$ cat config.mk
export PLATFORM = sky130hd
export DESIGN_NAME = quoted_argument_tokenizer
export DESIGN_NICKNAME = d
export VERILOG_FILES = /design/src/qat_pkg.sv /design/src/quoted_argument_tokenizer.sv /design/src/qat_parse.sv /design/src/qat_out_buf.sv
export SDC_FILE = /design/constraint.sdc
export NUM_CORES = 1
export LEC_CHECK = 0
export BUFFER_PORTS_ARGS = -buffer_cell sky130_fd_sc_hd__buf_2
export CAP_MARGIN = 20
export CORE_MARGIN = 2
export CORE_UTILIZATION = 53
export DETAILED_ROUTE_END_ITERATION = 6
export PLACE_DENSITY = 0.76
export SKIP_LAST_GASP = 1
export SYNTH_ARGS = -nofsm -noshare
export SYNTH_HDL_FRONTEND = slang
export SYNTH_SLANG_ARGS = --single-unit
export TNS_END_PERCENT = 5
$ cat constraint.sdc
create_clock -name aclk -period 3 [get_ports aclk]
set_input_delay 0.45 -clock aclk [delete_from_list [all_inputs] [get_ports aclk]]
set_output_delay 0.45 -clock aclk [all_outputs]
set_load 0.01 [all_outputs]
$ cat src/qat_pkg.sv
// Shared types, constants and helpers for the quoted argument tokenizer.
// No dependencies; imported by every module of the block.
package qat_pkg;

    localparam int MaxResults = 4;
    localparam int CountW     = $clog2(MaxResults + 1);
    localparam int IdxW       = $clog2(MaxResults);

    localparam logic [7:0] CH_SPACE  = 8'h20;
    localparam logic [7:0] CH_DQUOTE = 8'h22;
    localparam logic [7:0] CH_SQUOTE = 8'h27;
    localparam logic [7:0] CH_BSLASH = 8'h5C;
    localparam logic [7:0] CH_TAB    = 8'h09;
    localparam logic [7:0] CH_CR     = 8'h0D;

    typedef enum logic [1:0] {
        KIND_CHAR    = 2'd0,
        KIND_END_ARG = 2'd1,
        KIND_END_MSG = 2'd2
    } qat_kind_t;

    typedef struct packed {
        qat_kind_t  kind;
        logic [7:0] ch;
    } qat_result_t;

    typedef struct packed {
        logic [CountW-1:0] count;
        qat_result_t [MaxResults-1:0] res;
    } qat_bundle_t;

    function automatic logic is_ws(input logic [7:0] c);
        return (c == CH_SPACE) || (c >= CH_TAB && c <= CH_CR);
    endfunction

endpackage

$ cat src/quoted_argument_tokenizer.sv
// Top level of the quoted argument tokenizer: input register, parser and result register.
// Depends on qat_pkg, qat_parse and qat_out_buf.
//
// Usage:
//   Slave channel: one message byte per beat on s_axis_tdata, s_axis_tlast on the
//   final byte of the message. Master channel: one token beat each, tuser gives the
//   kind (argument byte, end of argument, end of message), tdata the byte for argument
//   bytes and zero otherwise, tlast marks the last beat caused by one input byte.
//   A byte may cause no beat at all (skipped whitespace, opening quote, backslash).
//   Each accepted byte is written into the input register, and moves on into the result
//   register once that register is free; its first beat is offered from there.
//   Throughput: one input byte per cycle while each byte yields at most one beat and
//   m_axis_tready is high; a byte with more beats holds the result register until the
//   master side, one beat per cycle, has sent them all. At most four beats come from one byte.
//   Reset (aresetn low, synchronous) empties both registers and returns the parser
//   to the between-arguments state at the start of a message.
//   When the receiver stalls, the result register holds its beats, the input
//   register takes one more byte and then s_axis_tready drops until beats drain.
module quoted_argument_tokenizer
    import qat_pkg::*;
(
    input  logic       aclk,
    input  logic       aresetn,
    input  logic       s_axis_tvalid,
    output logic       s_axis_tready,
    input  logic [7:0] s_axis_tdata,   // [7:0] in_char
    input  logic       s_axis_tlast,   // msg_last
    output logic       m_axis_tvalid,
    input  logic       m_axis_tready,
    output logic [7:0] m_axis_tdata,   // [7:0] out_char
    output logic [1:0] m_axis_tuser,   // [1:0] kind
    output logic       m_axis_tlast    // run_last
);

    logic        in_valid_reg;
    logic [7:0]  in_char_reg;
    logic        in_last_reg;
    logic        free;
    logic        load;
    qat_bundle_t bundle;

    assign load          = in_valid_reg && free;
    assign s_axis_tready = !in_valid_reg || load;

    always_ff @(posedge aclk) begin
        if (!aresetn) begin
            in_valid_reg <= 1'b0;
        end else if (s_axis_tready) begin
            in_valid_reg <= s_axis_tvalid;
        end
    end

    always_ff @(posedge aclk) begin
        if (s_axis_tready && s_axis_tvalid) begin
            in_char_reg <= s_axis_tdata;
            in_last_reg <= s_axis_tlast;
        end
    end

    qat_parse u_parse (
        .aclk    (aclk),
        .aresetn (aresetn),
        .advance (load),
        .in_char (in_char_reg),
        .in_last (in_last_reg),
        .bundle  (bundle)
    );

    qat_out_buf u_out_buf (
        .aclk          (aclk),
        .aresetn       (aresetn),
        .load          (load),
        .bundle        (bundle),
        .free          (free),
        .m_axis_tvalid (m_axis_tvalid),
        .m_axis_tready (m_axis_tready),
        .m_axis_tdata  (m_axis_tdata),
        .m_axis_tuser  (m_axis_tuser),
        .m_axis_tlast  (m_axis_tlast)
    );

    a_hold_when_blocked: assert property (@(posedge aclk) disable iff (!aresetn)
        in_valid_reg && !free |=> in_valid_reg && $stable(in_char_reg))
        else $error("held input byte lost while result register busy");

    a_ready_when_empty: assert property (@(posedge aclk) disable iff (!aresetn)
        !in_valid_reg |-> s_axis_tready)
        else $error("input stalled with empty input register");

    a_kind_char_only: assert property (@(posedge aclk) disable iff (!aresetn)
        m_axis_tvalid && m_axis_tuser != KIND_CHAR |-> m_axis_tdata == 8'h00)
        else $error("nonzero data on a mark beat");

endmodule

$ cat src/qat_parse.sv
// Parser state and the per-byte decode into up to four result beats.
// Depends on qat_pkg.
module qat_parse
    import qat_pkg::*;
(
    input  logic        aclk,
    input  logic        aresetn,
    input  logic        advance,
    input  logic [7:0]  in_char,
    input  logic        in_last,
    output qat_bundle_t bundle
);

    typedef enum logic [1:0] {
        MODE_BETWEEN = 2'd0,
        MODE_PLAIN   = 2'd1,
        MODE_SQUOTE  = 2'd2,
        MODE_DQUOTE  = 2'd3
    } mode_t;

    mode_t mode_reg, mode_next;
    logic  escape_reg, escape_next;
    logic  nonempty_reg, nonempty_next;
    logic  started_reg, started_next;

    logic [CountW-1:0] n;
    logic [7:0]        quote;

    always_comb begin
        mode_next     = mode_reg;
        escape_next   = escape_reg;
        nonempty_next = nonempty_reg;
        started_next  = started_reg;
        n             = '0;
        bundle.res    = '0;
        quote         = (mode_reg == MODE_SQUOTE) ? CH_SQUOTE : CH_DQUOTE;

        case (mode_reg)
            MODE_BETWEEN: begin
                if (!(in_char == CH_SPACE || (!started_reg && is_ws(in_char)))) begin
                    started_next  = 1'b1;
                    nonempty_next = 1'b0;
                    escape_next   = 1'b0;
                    if (in_char == CH_DQUOTE) begin
                        mode_next = MODE_DQUOTE;
                    end else if (in_char == CH_SQUOTE) begin
                        mode_next = MODE_SQUOTE;
                    end else begin
                        bundle.res[n[IdxW-1:0]] = '{KIND_CHAR, in_char};
                        n             = n + 1'b1;
                        mode_next     = MODE_PLAIN;
                        nonempty_next = 1'b1;
                    end
                end
            end
            MODE_PLAIN: begin
                if (in_char == CH_SPACE) begin
                    bundle.res[n[IdxW-1:0]] = '{KIND_END_ARG, 8'h00};
                    n             = n + 1'b1;
                    mode_next     = MODE_BETWEEN;
                    nonempty_next = 1'b0;
                end else begin
                    bundle.res[n[IdxW-1:0]] = '{KIND_CHAR, in_char};
                    n             = n + 1'b1;
                    nonempty_next = 1'b1;
                end
            end
            default: begin
                if (escape_reg) begin
                    escape_next = 1'b0;
                    // unescapable byte keeps its backslash
                    if (!(in_char == quote || in_char == CH_BSLASH)) begin
                        bundle.res[n[IdxW-1:0]] = '{KIND_CHAR, CH_BSLASH};
                        n = n + 1'b1;
                    end
                    bundle.res[n[IdxW-1:0]] = '{KIND_CHAR, in_char};
                    n             = n + 1'b1;
                    nonempty_next = 1'b1;
                end else if (in_char == CH_BSLASH) begin
                    if (in_last) begin
                        bundle.res[n[IdxW-1:0]] = '{KIND_CHAR, in_char};
                        n             = n + 1'b1;
                        nonempty_next = 1'b1;
                    end else begin
                        escape_next = 1'b1;
                    end
                end else if (in_char == quote) begin
                    bundle.res[n[IdxW-1:0]] = '{KIND_END_ARG, 8'h00};
                    n             = n + 1'b1;
                    mode_next     = MODE_BETWEEN;
                    nonempty_next = 1'b0;
                end else begin
                    bundle.res[n[IdxW-1:0]] = '{KIND_CHAR, in_char};
                    n             = n + 1'b1;
                    nonempty_next = 1'b1;
                end
            end
        endcase

        if (in_last) begin
            if (mode_next != MODE_BETWEEN && nonempty_next) begin
                bundle.res[n[IdxW-1:0]] = '{KIND_END_ARG, 8'h00};
                n = n + 1'b1;
            end
            bundle.res[n[IdxW-1:0]] = '{KIND_END_MSG, 8'h00};
            n             = n + 1'b1;
            mode_next     = MODE_BETWEEN;
            escape_next   = 1'b0;
            nonempty_next = 1'b0;
            started_next  = 1'b0;
        end

        bundle.count = n;
    end

    always_ff @(posedge aclk) begin
        if (!aresetn) begin
            mode_reg     <= MODE_BETWEEN;
            escape_reg   <= 1'b0;
            nonempty_reg <= 1'b0;
            started_reg  <= 1'b0;
        end else if (advance) begin
            mode_reg     <= mode_next;
            escape_reg   <= escape_next;
            nonempty_reg <= nonempty_next;
            started_reg  <= started_next;
        end
    end

    a_escape_in_quotes: assert property (@(posedge aclk) disable iff (!aresetn)
        escape_reg |-> (mode_reg == MODE_SQUOTE || mode_reg == MODE_DQUOTE))
        else $error("escape pending outside a quoted argument");

    a_last_resets: assert property (@(posedge aclk) disable iff (!aresetn)
        advance && in_last |=> mode_reg == MODE_BETWEEN && !started_reg && !escape_reg)
        else $error("parser state not cleared after end of message");

    a_last_ends_msg: assert property (@(posedge aclk) disable iff (!aresetn)
        in_last |-> bundle.count != '0
                    && bundle.res[bundle.count[IdxW-1:0] - 1'b1].kind == KIND_END_MSG)
        else $error("final byte without end-of-message beat");

    a_plain_nonempty: assert property (@(posedge aclk) disable iff (!aresetn)
        mode_reg == MODE_PLAIN |-> nonempty_reg)
        else $error("plain argument open without a byte");

endmodule

$ cat src/qat_out_buf.sv
// Result register: holds the beats of one decoded byte and sends them one per cycle
// while m_axis_tready is high. Depends on qat_pkg.
module qat_out_buf
    import qat_pkg::*;
(
    input  logic        aclk,
    input  logic        aresetn,
    input  logic        load,
    input  qat_bundle_t bundle,
    output logic        free,
    output logic        m_axis_tvalid,
    input  logic        m_axis_tready,
    output logic [7:0]  m_axis_tdata,   // [7:0] out_char
    output logic [1:0]  m_axis_tuser,   // [1:0] kind
    output logic        m_axis_tlast    // run_last
);

    qat_result_t [MaxResults-1:0] res_reg;
    logic [CountW-1:0] cnt_reg;
    logic [IdxW-1:0]   idx_reg;
    logic              at_end;
    logic              take;

    assign at_end        = ({1'b0, idx_reg} == cnt_reg - 1'b1);
    assign m_axis_tvalid = (cnt_reg != '0);
    assign take          = m_axis_tvalid && m_axis_tready;
    assign free          = !m_axis_tvalid || (take && at_end);
    assign m_axis_tdata  = res_reg[idx_reg].ch;
    assign m_axis_tuser  = res_reg[idx_reg].kind;
    assign m_axis_tlast  = at_end;

    always_ff @(posedge aclk) begin
        if (!aresetn) begin
            cnt_reg <= '0;
            idx_reg <= '0;
        end else if (load) begin
            cnt_reg <= bundle.count;
            idx_reg <= '0;
        end else if (take) begin
            if (at_end) begin
                cnt_reg <= '0;
                idx_reg <= '0;
            end else begin
                idx_reg <= idx_reg + 1'b1;
            end
        end
    end

    always_ff @(posedge aclk) begin
        if (load) begin
            res_reg <= bundle.res;
        end
    end

    a_count_range: assert property (@(posedge aclk) disable iff (!aresetn)
        cnt_reg <= CountW'(MaxResults))
        else $error("result count out of range");

    a_load_when_free: assert property (@(posedge aclk) disable iff (!aresetn)
        load |-> free)
        else $error("result register overwritten before drained");

    a_drain_empties: assert property (@(posedge aclk) disable iff (!aresetn)
        take && at_end && !load |=> !m_axis_tvalid)
        else $error("beats left after the last one was taken");

endmodule

==> flow_summary.ini <==
[run_status]
status = finished with violations
violations = setup timing

[synthesis]
ys_seq_elements = 44
synth_top_area_share_pct = 38.1
syn_area_um2 = 2600
postSynthCellCount = 250
synth.largest_area_cell = edfxtp_1
synth_most_common_cell = edfxtp_1
syn_avg_cell_area_um2 = 10.4
synth-warning-count = 0
seq_area_frac_synth_pct = 46.6
ys.flop_type = edfxtp_1
synth_nets = 274
yosys-top-cells-count = edfxtp_1 (33), nor2_1 (29), nand2_1 (18)
synth.area.top_cells = edfxtp_1 (38%), dfxtp_1 (8.5%), ha_1 (5.3%), nor2_1 (4.2%), mux2i_1 (3.9%)
synth_cell_types = 58
synth_edf_count = 33
async_flop_share_pct = 0

[setup_path]
crit_cells = 12
rr_worst_depth = 12
worstSetupEndpointType = flop
r2r_setup_slack_ps = -50
crit_fanout = 5
path_buf_inv = 3
critical_path.max_stage_delay_ps = 530
slowest_stage = or4b_4
cp-start-kind = flop
critPathTopFamily = simple AND/OR/NAND/NOR gates
worstSetupPathType = reg -> reg
required_ps = 3110
critPathArrivalTime_ps = 3160
cp_common_cell = inv_1
path_cells = or4b_4 > buf_4 > nor4_2 > a211oi_2 > o211a_4 > nand2_1 > o21a_1 > inv_1 > ha_1 > inv_1 > a21oi_1 > nor3b_1

[global_route]
gr-total-overflow = 0
grt_pass1_wl_um = 9360
grt_pass1_vias = 1990
antenna_found_initial = 0
track_usage_pct = 22.6
grt_max_degree = 25

[power]
switching_share_pct = 26.1
power_frac_comb_pct = 18.6
finalPower_mw = 1.45
irDropWorstVdd_mv = 0.397
share_seq_of_total_power_pct = 49.8
intPower_mw = 1.07
switchingPower_mw = 0.379
power.leakage_nw = 1.24
power_density_nw_per_um2 = 458
clkPwrFrac_pct = 31.7

[clock_network]
clk_path_buf_depth = 2
tritoncts = yes
cts-root-buf = clkbuf_8
cts_inserted_buffers = 5
clkSinkCount = 44
clk_latency_ps = 300
ctsHoldBuffers = 0
path_clk_slew_ps = 90
cts.htree.levels = 2

[floorplan]
io-pin-count = 26
start_util_pct = 55.0
core_area_um2 = 4720
rows = 25
dieArea_um2 = 5480
die_h_um = 74.0
chipWidth_um = 74.0

[run]
drv_cap = 0

[cells_and_area]
drive_gt1_share_pct = 30.5
area_growth_pct = 22.1
antennaDiodeCount = 0
final_cell_area_um2 = 3170
nFillCells = 379
utilization_pct = 67.2
largest_reg_flops = 24
nNetsFinal = 328

[timing]
finClkSkew_ps = 8.16
tns_ps = -229
setup_viol = 6
min_period_over_period_pct = 102
tightest_slew_ps = 538
fmax_mhz = 328
relSlewSlack_pct = 64.1
setup_ws_ps = -47.2
finalHoldViolCount = 0
fin_crit_ps = 3050
rsz0062_at_grt = yes
finalMaxSlewViolations = 0

[route]
drtIter0Drc = 150
drc = 0
wl_per_cell_um = 15.2
vias = 2093
via_per_inst = 5.63
ant_nets = 0
wl_um = 5670
drt-pass1-iter-count = 4

[placement]
routabilityCongestion = 0.885
portBuffers = 25
dp_slack_ps = -26.4
post_dp_cell_area_um2 = 3030
dp_hpwl_um = 4270

[worst_hold_path]
hold_class = in -> reg
holdPathStages = 1
==> through the flow <==
step / instances / hold slack [ps]
floorplan: 250 / 490
global placement: 361 / 518
detailed placement: 361 / 531
CTS: 369 / 305
global route: 372 / 306
finish: 372 / 315
==> final cells by class <==
type / instances / area, um^2 / area share [%]
inverters: 16 / 60.1 / 1.89
repair buffers: 58 / 385 / 12.1
clock inverters: 3 / 46.3 / 1.46
well taps: 67 / 83.8 / 2.64
clock buffers: 5 / 68.8 / 2.17
flip-flops and latches: 44 / 1210 / 38.2
multi-input cells: 179 / 1320 / 41.5
==> path summary, 6_finish.rpt <==
path,from,to
worst max register to register,in_char_reg[1],u_out_buf.res_reg[13]
worst min-delay path,s_axis_tdata[1],in_char_reg[1]
worst max-delay path,in_char_reg[1],u_out_buf.res_reg[13]
worst min register to register,in_valid_reg,in_valid_reg
==> cell families (layout without fill, tap and decap cells) <==
group,after synthesis,after routing,synth area share [%]
AO/OA/AOI/OAI,43,43,12.9
XOR/XNOR,3,3,1.01
adder cells (fa/ha/maj),11,11,5.30
buffers and inverters,27,82,4.04
flip-flops,44,44,46.6
multiplexers,13,13,6.02
AND/OR/NAND/NOR,109,109,24.2
==> cells in the final DEF, fill, tap and decap left out, types with 8 or more instances in the layout <==
master     n
nor2_1    26
edfxtp_1  33
ha_1      11
buf_4     32
dfxtp_1   11
o21ai_0    8
inv_1     14
nand3_1    9
mux2i_1   10
nand2_1   18
nor2b_1    8
buf_2     25
==> per-layer routing <==
metal	global-route usage [%]	routed length, um	vias to the layer above
met1	29.6	2540	980
met2	36.4	2720	74
li1	-	-	1027
met5	0	0	-
met3	4.07	282	12
met4	10.7	119	0
==> power groups by stage <==
stage / combinational [mW] / sequential, mW / clock (mW)
3_3_place_gp: 0.259 / 0.734 / 0
2_1_floorplan: 0.176 / 0.728 / 0
4_1_cts: 0.267 / 0.723 / 0.473
3_5_place_dp: 0.265 / 0.737 / 0
6_report: 0.270 / 0.723 / 0.460
5_1_grt: 0.298 / 0.727 / 0.493
==> timing repair <==
item                       in CTS  in global routing
gates resized for setup         1                  1
setup buffers                   0                  3
setup endpoints to repair       3                 20
pin swaps                       2                  1
Power figures use the tool's default switching activity.
